==> config.mk <==
export PLATFORM = sky130hd
export DESIGN_NAME = thermal_trip_perf_cap_unit
export DESIGN_NICKNAME = d
export VERILOG_FILES = /design/src/rtl/core/ttpc_pkg.sv /design/src/rtl/core/ttpc_cfg_regs.sv /design/src/rtl/core/ttpc_trip_eval.sv /design/src/rtl/core/thermal_trip_perf_cap_unit.sv
export SDC_FILE = /design/constraint.sdc
export NUM_CORES = 1
export LEC_CHECK = 0
export BUFFER_PORTS_ARGS = -buffer_cell sky130_fd_sc_hd__buf_2
export CELL_PAD_IN_SITES_DETAIL_PLACEMENT = 1
export CELL_PAD_IN_SITES_GLOBAL_PLACEMENT = 1
export CORE_MARGIN = 2
export CORE_UTILIZATION = 35
export CTS_BUF_LIST = sky130_fd_sc_hd__clkbuf_4
export CTS_CLUSTER_DIAMETER = 100
export DETAILED_ROUTE_END_ITERATION = 10
export PLACE_DENSITY = 0.69
export SLEW_MARGIN = 5
export SYNTH_ARGS = -nofsm -noshare
export SYNTH_HDL_FRONTEND = slang
export SYNTH_SLANG_ARGS = --single-unit
export TNS_END_PERCENT = 10
==> constraint.sdc <==
create_clock -name clk_i -period 6.5 [get_ports clk_i]
set_clock_uncertainty 0.2 [all_clocks]
set_input_delay 0.325 -clock clk_i [delete_from_list [all_inputs] [get_ports clk_i]]
set_output_delay 0.325 -clock clk_i [all_outputs]
set_load 0.01 [all_outputs]
==> src/rtl/core/ttpc_pkg.sv <==
`timescale 1ns / 1ps

package ttpc_pkg;

  localparam int NumTrips = 2;
  localparam int CfgIdxW  = 4;
  localparam int CfgDataW = 32;
  localparam int InDataW  = 40;   // temperature, request index, zero fill
  localparam int OutDataW = 16;   // cap, any, granted, failure count, zero fill

  typedef enum logic [1:0] {
    FuncSample  = 2'd0,
    FuncFail    = 2'd1,
    FuncRequest = 2'd2
  } func_e;

  typedef enum logic [CfgIdxW-1:0] {
    CfgTrip0Thr  = 4'd0,
    CfgTrip0Hyst = 4'd1,
    CfgTrip0Cap  = 4'd2,
    CfgTrip1Thr  = 4'd3,
    CfgTrip1Hyst = 4'd4,
    CfgTrip1Cap  = 4'd5,
    CfgFailLimit = 4'd6,
    CfgFailSafe  = 4'd7
  } cfg_idx_e;

  localparam logic [31:0] Trip0ThrRst  = 32'd85000;
  localparam logic [30:0] Trip0HystRst = 31'd5000;
  localparam logic [2:0]  Trip0CapRst  = 3'd4;
  localparam logic [31:0] Trip1ThrRst  = 32'd95000;
  localparam logic [30:0] Trip1HystRst = 31'd5000;
  localparam logic [2:0]  Trip1CapRst  = 3'd7;
  localparam logic [7:0]  FailLimitRst = 8'd3;
  localparam logic        FailSafeRst  = 1'b1;

  localparam logic [7:0]  FailCntMax   = 8'hFF;

  typedef struct packed {
    logic [NumTrips-1:0][31:0] thr;
    logic [NumTrips-1:0][30:0] hyst;
    logic [NumTrips-1:0][2:0]  cap;
    logic [7:0]                fail_limit;
    logic                      fail_safe_en;
  } cfg_t;

  // Slowest state index, limited to what a 3-bit index holds.
  function automatic logic [2:0] last_idx(int unsigned n);
    logic [2:0] r;
    if (n > 8) begin
      r = 3'd7;
    end else begin
      r = 3'(n - 1);
    end
    return r;
  endfunction

endpackage

==> src/rtl/core/ttpc_cfg_regs.sv <==
`timescale 1ns / 1ps

module ttpc_cfg_regs (
  input  logic                            clk_i,
  input  logic                            rst_ni,
  input  logic                            cfg_valid_i,
  output logic                            cfg_ready_o,
  input  logic [ttpc_pkg::CfgIdxW-1:0]    cfg_index_i,
  input  logic [ttpc_pkg::CfgDataW-1:0]   cfg_data_i,
  output ttpc_pkg::cfg_t                  cfg_o
);
  import ttpc_pkg::*;

  cfg_t cfg_q, cfg_d;
  logic wr;

  assign cfg_ready_o = 1'b1;
  assign wr          = cfg_valid_i;

  always_comb begin
    cfg_d = cfg_q;
    if (wr) begin
      unique case (cfg_idx_e'(cfg_index_i))
        CfgTrip0Thr:  cfg_d.thr[0]       = cfg_data_i;
        CfgTrip0Hyst: cfg_d.hyst[0]      = cfg_data_i[30:0];
        CfgTrip0Cap:  cfg_d.cap[0]       = cfg_data_i[2:0];
        CfgTrip1Thr:  cfg_d.thr[1]       = cfg_data_i;
        CfgTrip1Hyst: cfg_d.hyst[1]      = cfg_data_i[30:0];
        CfgTrip1Cap:  cfg_d.cap[1]       = cfg_data_i[2:0];
        CfgFailLimit: cfg_d.fail_limit   = cfg_data_i[7:0];
        CfgFailSafe:  cfg_d.fail_safe_en = cfg_data_i[0];
        default:      cfg_d              = cfg_q;
      endcase
    end
  end

  always_ff @(posedge clk_i or negedge rst_ni) begin
    if (!rst_ni) begin
      cfg_q.thr[0]       <= Trip0ThrRst;
      cfg_q.hyst[0]      <= Trip0HystRst;
      cfg_q.cap[0]       <= Trip0CapRst;
      cfg_q.thr[1]       <= Trip1ThrRst;
      cfg_q.hyst[1]      <= Trip1HystRst;
      cfg_q.cap[1]       <= Trip1CapRst;
      cfg_q.fail_limit   <= FailLimitRst;
      cfg_q.fail_safe_en <= FailSafeRst;
    end else begin
      cfg_q <= cfg_d;
    end
  end

  assign cfg_o = cfg_q;

endmodule

==> src/rtl/core/ttpc_trip_eval.sv <==
`timescale 1ns / 1ps

module ttpc_trip_eval #(
  parameter int unsigned NumPstates = 8
) (
  input  logic [31:0]                   temp_i,
  input  ttpc_pkg::cfg_t                cfg_i,
  input  logic [ttpc_pkg::NumTrips-1:0] flags_i,
  output logic [ttpc_pkg::NumTrips-1:0] flags_o,
  output logic [2:0]                    cap_o,
  output logic                          any_o
);
  import ttpc_pkg::*;

  localparam logic [2:0] LastIdx = last_idx(NumPstates);

  logic signed [32:0] release_lvl [NumTrips];
  logic [2:0]         trip_cap    [NumTrips];

  // Release level is thr - hyst in 33 bits, so it cannot wrap.
  for (genvar t = 0; t < NumTrips; t++) begin : g_trip
    assign release_lvl[t] = $signed({cfg_i.thr[t][31], cfg_i.thr[t]})
                          - $signed({2'b00, cfg_i.hyst[t]});
    assign trip_cap[t]    = (cfg_i.cap[t] > LastIdx) ? LastIdx : cfg_i.cap[t];

    assign flags_o[t] = flags_i[t]
                      ? !($signed({temp_i[31], temp_i}) <= release_lvl[t])
                      : ($signed(temp_i) >= $signed(cfg_i.thr[t]));
  end

  always_comb begin
    cap_o = '0;
    for (int t = 0; t < NumTrips; t++) begin
      if (flags_o[t] && (trip_cap[t] > cap_o)) begin
        cap_o = trip_cap[t];
      end
    end
  end

  assign any_o = |flags_o;

endmodule

==> src/rtl/core/thermal_trip_perf_cap_unit.sv <==
`timescale 1ns / 1ps

// Thermal trip points with hysteresis capping a performance-state index.
// Input stream (s_axis_*): tuser carries the item kind (good sample, sensor
// failure, state request); tdata carries the temperature in millidegrees and
// the requested index. Every accepted transaction yields exactly one result
// transaction on m_axis_*: current cap, cap-active flag, granted index and
// the consecutive failure count.
// Configuration: cfg_valid_i/cfg_ready_o write channel, register index plus
// 32-bit data; ready is always high. Write only while the block is idle.
// Pipeline: a transaction passes through the input register, then the
// trip/counter logic into the result register, which drives m_axis_tvalid.
// Throughput is one transaction per cycle while the receiver does not
// stall; the trip flags and the failure counter update as the
// transaction moves into the result register.
// When the receiver stalls, the result register holds and the input register
// holds one more transaction; tready drops only when both are full.
// Reset clears the trip flags, held cap, failure count and both pipeline
// valid bits, and loads the configuration registers with their defaults.
module thermal_trip_perf_cap_unit #(
  parameter int unsigned NUM_PSTATES = 8
) (
  input  logic                          clk_i,
  input  logic                          rst_ni,
  // slave stream
  input  logic                          s_axis_tvalid,
  output logic                          s_axis_tready,
  // [31:0] temp_mdeg, [34:32] req_idx, [39:35] zero
  input  logic [ttpc_pkg::InDataW-1:0]  s_axis_tdata,
  // [1:0] func
  input  logic [1:0]                    s_axis_tuser,
  // master stream
  output logic                          m_axis_tvalid,
  input  logic                          m_axis_tready,
  // [2:0] cap_idx, [3] any_trip_active, [6:4] granted_index,
  // [14:7] failure_count, [15] zero
  output logic [ttpc_pkg::OutDataW-1:0] m_axis_tdata,
  // configuration write channel
  input  logic                          cfg_valid_i,
  output logic                          cfg_ready_o,
  input  logic [ttpc_pkg::CfgIdxW-1:0]  cfg_index_i,
  input  logic [ttpc_pkg::CfgDataW-1:0] cfg_data_i
);
  import ttpc_pkg::*;

  localparam logic [2:0] LastIdx = last_idx(NUM_PSTATES);

  cfg_t cfg;

  // input register
  logic        in_valid_q;
  logic [1:0]  in_func_q;
  logic [31:0] in_temp_q;
  logic [2:0]  in_req_q;

  // block state
  logic [NumTrips-1:0] flags_q, flags_d;
  logic [2:0]          cap_q, cap_d;
  logic                active_q, active_d;
  logic [7:0]          fcnt_q, fcnt_d;

  // result register
  logic        out_valid_q;
  logic [2:0]  granted_d;
  logic [OutDataW-1:0] out_data_q;

  logic                adv, step;
  logic [NumTrips-1:0] eval_flags;
  logic [2:0]          eval_cap;
  logic                eval_any;
  logic [7:0]          fcnt_inc;

  ttpc_cfg_regs u_cfg (
    .clk_i       (clk_i),
    .rst_ni      (rst_ni),
    .cfg_valid_i (cfg_valid_i),
    .cfg_ready_o (cfg_ready_o),
    .cfg_index_i (cfg_index_i),
    .cfg_data_i  (cfg_data_i),
    .cfg_o       (cfg)
  );

  ttpc_trip_eval #(
    .NumPstates (NUM_PSTATES)
  ) u_eval (
    .temp_i  (in_temp_q),
    .cfg_i   (cfg),
    .flags_i (flags_q),
    .flags_o (eval_flags),
    .cap_o   (eval_cap),
    .any_o   (eval_any)
  );

  assign adv           = !out_valid_q || m_axis_tready;
  assign step          = in_valid_q && adv;
  assign s_axis_tready = !in_valid_q || adv;

  always_ff @(posedge clk_i or negedge rst_ni) begin
    if (!rst_ni) begin
      in_valid_q <= 1'b0;
    end else if (s_axis_tready) begin
      in_valid_q <= s_axis_tvalid;
    end
  end

  always_ff @(posedge clk_i) begin
    if (s_axis_tready && s_axis_tvalid) begin
      in_func_q <= s_axis_tuser;
      in_temp_q <= s_axis_tdata[31:0];
      in_req_q  <= s_axis_tdata[34:32];
    end
  end

  assign fcnt_inc = (fcnt_q == FailCntMax) ? fcnt_q : fcnt_q + 8'd1;

  always_comb begin
    flags_d  = flags_q;
    cap_d    = cap_q;
    active_d = active_q;
    fcnt_d   = fcnt_q;
    unique case (func_e'(in_func_q))
      FuncSample: begin
        fcnt_d   = '0;
        flags_d  = eval_flags;
        cap_d    = eval_cap;
        active_d = eval_any;
      end
      FuncFail: begin
        fcnt_d = fcnt_inc;
        // fail-safe leaves the trip flags alone
        if (cfg.fail_safe_en && (fcnt_inc >= cfg.fail_limit)) begin
          cap_d    = LastIdx;
          active_d = 1'b1;
        end
      end
      default: ;
    endcase
  end

  always_comb begin
    granted_d = cap_d;
    if (func_e'(in_func_q) == FuncRequest) begin
      if (32'(in_req_q) >= 32'(NUM_PSTATES)) begin
        granted_d = in_req_q;
      end else begin
        granted_d = (in_req_q > cap_d) ? in_req_q : cap_d;
      end
    end
  end

  always_ff @(posedge clk_i or negedge rst_ni) begin
    if (!rst_ni) begin
      flags_q     <= '0;
      cap_q       <= '0;
      active_q    <= 1'b0;
      fcnt_q      <= '0;
      out_valid_q <= 1'b0;
    end else begin
      if (step) begin
        flags_q  <= flags_d;
        cap_q    <= cap_d;
        active_q <= active_d;
        fcnt_q   <= fcnt_d;
      end
      if (adv) begin
        out_valid_q <= in_valid_q;
      end
    end
  end

  always_ff @(posedge clk_i) begin
    if (step) begin
      out_data_q <= {1'b0, fcnt_d, granted_d, active_d, cap_d};
    end
  end

  assign m_axis_tvalid = out_valid_q;
  assign m_axis_tdata  = out_data_q;

  a_sample_clears_count: assert property (@(posedge clk_i) disable iff (!rst_ni)
    (step && (in_func_q == FuncSample)) |=> (fcnt_q == '0))
    else $error("failure count not cleared by good sample");

  a_idle_cap_zero: assert property (@(posedge clk_i) disable iff (!rst_ni)
    !active_q |-> (cap_q == '0))
    else $error("cap held without an active trip or fail-safe");

  a_fail_count_sticks: assert property (@(posedge clk_i) disable iff (!rst_ni)
    (step && (in_func_q == FuncFail)) |=> (fcnt_q != '0))
    else $error("failure count did not advance or saturate");

  a_grant_not_below_cap: assert property (@(posedge clk_i) disable iff (!rst_ni)
    out_valid_q |-> (out_data_q[6:4] >= out_data_q[2:0]))
    else $error("granted index below cap");

  a_state_holds_on_stall: assert property (@(posedge clk_i) disable iff (!rst_ni)
    !step |=> ($stable(cap_q) && $stable(fcnt_q) && $stable(flags_q)))
    else $error("state changed without a transaction");

endmodule
==> flow_metrics.tcl <==
set metrics [dict create \
    ant_nets 0 \
    ys_ff_latch 209 \
    dieArea_mm2 0.0429 \
    synth_area_mm2 0.0145 \
    cp_top_family "compound AO/OA/AOI/OAI gates" \
    totalWireLength_um 45300 \
    vias 12600 \
    synth.most_common_cell "ha_1" \
    synth_top_area_frac 0.220 \
    synth_common_cells "ha_1 (207), inv_1 (168), nand2_1 (146)" \
    fillers 4633 \
    worst_slack_ns -0.371 \
    arrival_ns 7.23 \
    gp_congestion 0.854 \
    grt_overflow 0 \
    ys_warn_count 0 \
    layout-drive-gt1-share 0.289 \
    viasPerCell 5.17 \
    busiest_layer "met2" \
    multi_input_area_mm2 0.00863 \
    clkSinkCount 209 \
    finalPower_mw 7.50 \
    die_w_um 207 \
    syn2layout_area_growth_pct 32.2 \
    grt_setup_unrepaired "true" \
    synth-edff-count 52 \
    endpoint_kind "register" \
    hold_viol 0 \
    worstSkewPairLatency_ns 0.84 \
    post-route-util 0.468 \
    htreeDepth 3 \
    fmax_mhz 146 \
    worst_pin_slew_ns 1.15 \
    cts_root_buf "clkbuf_4" \
    grt_usage 0.211 \
    outcome "finished, violations left" \
    min_period_ns 6.87 \
    slew_headroom 0.213 \
    first_pass_iters 5 \
    io_buffer_count 94 \
    slowest_delay_ns 0.53 \
    required_ns 6.86 \
    hp-class "in2reg" \
    grt_use_met1 0.265 \
    synth_nets 1753 \
    p_leak_nw 8.96 \
    start_util 0.354 \
    setup_viol 3 \
    clk_path_buf_depth 3 \
    cpMostUsedCell "ha_4" \
    peakVddDrop_mv 0.142 \
    drtIter0Drc 451 \
    path_clk_slew_ns 0.06 \
    antenna_found_initial 3 \
    synth.area.top_cells "dfrtp_1 (22%), ha_1 (18%), edfxtp_1 (11%), mux2_2 (7.7%), dfstp_2 (5.5%)" \
    violations "negative setup slack" \
    grt_max_degree 73 \
    met2_usage 0.359 \
    core_mm2 0.0408 \
    max_cap_violations 0 \
    cp_num_buf_inv 3 \
    async_flop_share 0.751 \
    path_class "reg2reg" \
    synthFlopType "dfrtp_1" \
    grt_first_pass_wirelength_um 72600 \
    cts_buffers 66 \
    synth_top_cell_by_area "dfrtp_1" \
    pin_count 102 \
    num_rows 74 \
    cp_max_fo 4 \
    met3_usage 0.0395 \
    synth_cell_types 70 \
    syn_avg_cell_area_um2 9.89 \
    hold_slack_ns 0.0989 \
    place_hpwl_um 32300 \
    critPathLaunchType "register" \
    synth.yosys.seq_area_share 0.382 \
    synthCells 1461 \
    fin_crit_sh 1.06 \
    p_per_area_mw_per_mm2 392 \
    detail_route.wl_per_cell_um 18.6 \
    seqCellArea_mm2 0.00553 \
    nets 2142 \
    grt_pass1_vias 13800 \
    route.detailed.drc 0 \
    slowest_stage "dfstp_2" \
    die_h_um 207 \
    cts_tree "yes" \
    finalMaxSlewViolations 0 \
]
## layout make-up
class | count | share of cell area
well taps | 532 | 0.0348
flip-flops and latches | 209 | 0.289
clock buffers | 102 | 0.0401
diodes | 2 | 0.000262
multi-input cells | 1056 | 0.451
repair buffers | 349 | 0.143
clock inverters | 16 | 0.00805
inverters | 168 | 0.0330
## state kept, by name, summed over array words and instances (netlist names)
signal         flops
u_cfg.cfg_o      141
in_temp_q         32
m_axis_tdata      15
fcnt_q             8
cap_q              3
in_req_q           3
flags_q            2
in_func_q          2
active_q           1
in_valid_q         1
m_axis_tvalid      1
## per-stage QoR
step	instances	TNS (ns)	worst slack (ns)	instance area, um^2
floorplan	1461	0	0.0390	14500
global route	2434	-1.97	-0.666	19100
finish	2434	-1.05	-0.371	19100
detailed placement	2170	-2.40	-0.840	16300
global placement	2170	-1.13	-0.425	16300
CTS	2417	-0.980	-0.335	18700
## cells by family after synthesis
logic type / count (synthesis) / share of synthesized area
flip-flops: 209 / 0.382
multiplexers: 107 / 0.0827
AND/OR/NAND/NOR: 345 / 0.119
adder cells (fa/ha/maj): 209 / 0.182
AO/OA/AOI/OAI: 336 / 0.147
buffers and inverters: 196 / 0.0514
XOR/XNOR: 57 / 0.0345
other: 2 / 0.000520
## final timing paths
check | from | to | slack (ns) | cells past startpoint
worst max register to register | u_cfg.cfg_o[24]$_DFFE_PN1P_ | m_axis_tdata[5]$_DFFE_PP_ | -0.37 | 33
max in group asynchronous | rst_ni | u_cfg.cfg_o[127]$_DFFE_PN0P_ | 4.33 | 4
min in group asynchronous | rst_ni | u_cfg.cfg_o[77]$_DFFE_PN0P_ | 0.46 | 3
worst min-delay path | cfg_data_i[31] | u_cfg.cfg_o[140]$_DFFE_PN0P_ | 0.1 | 4
worst max-delay path | u_cfg.cfg_o[24]$_DFFE_PN1P_ | m_axis_tdata[5]$_DFFE_PP_ | -0.37 | 33
worst min register to register | u_cfg.cfg_o[73]$_DFFE_PN0P_ | u_cfg.cfg_o[73]$_DFFE_PN0P_ | 0.30 | 1
## where the power goes
group | switching (mW) | internal [mW] | total (mW) | leakage [nW]
logic | 2.13 | 2.00 | 4.14 | 6.05
registers | 0.198 | 1.65 | 1.85 | 2.37
clock network | 0.676 | 0.834 | 1.51 | 0.536
## timing repair
action	CTS	global route
resized for setup	30	71
pin swaps	20	55
endpoints found under the setup margin	3	4
buffers inserted	4	15
endpoints found under the hold margin	285	0
hold buffers	125	0
## worst register-to-register path, delay by kind of cell (launching register included)
family	cells	cell delay [ns]
buffers and inverters	3	0.37
adder cells (fa/ha/maj)	4	1.03
AND/OR/NAND/NOR	8	1.72
AO/OA/AOI/OAI	17	2.57
multiplexers	1	0.20
flip-flops	1	0.53
## placed cells by master (no fill, tap or decap), types with 32 or more instances in the layout
cell and count:
edfxtp_1 52, ha_1 197, buf_2 93, xnor2_1 32
mux2_2 99, clkbuf_4 102, inv_1 164, buf_4 126
dlygate4sd3_1 124, nand2_1 146, dfrtp_1 127, a21oi_1 92
o21ai_0 84, nor2_1 35
## routing by layer
layer	wire length, um	up-vias
li1	-	6072
met1	20200	6201
met2	22000	208
met3	1570	93
met4	1530	0
met5	0	-
Power figures use the tool's default switching activity.
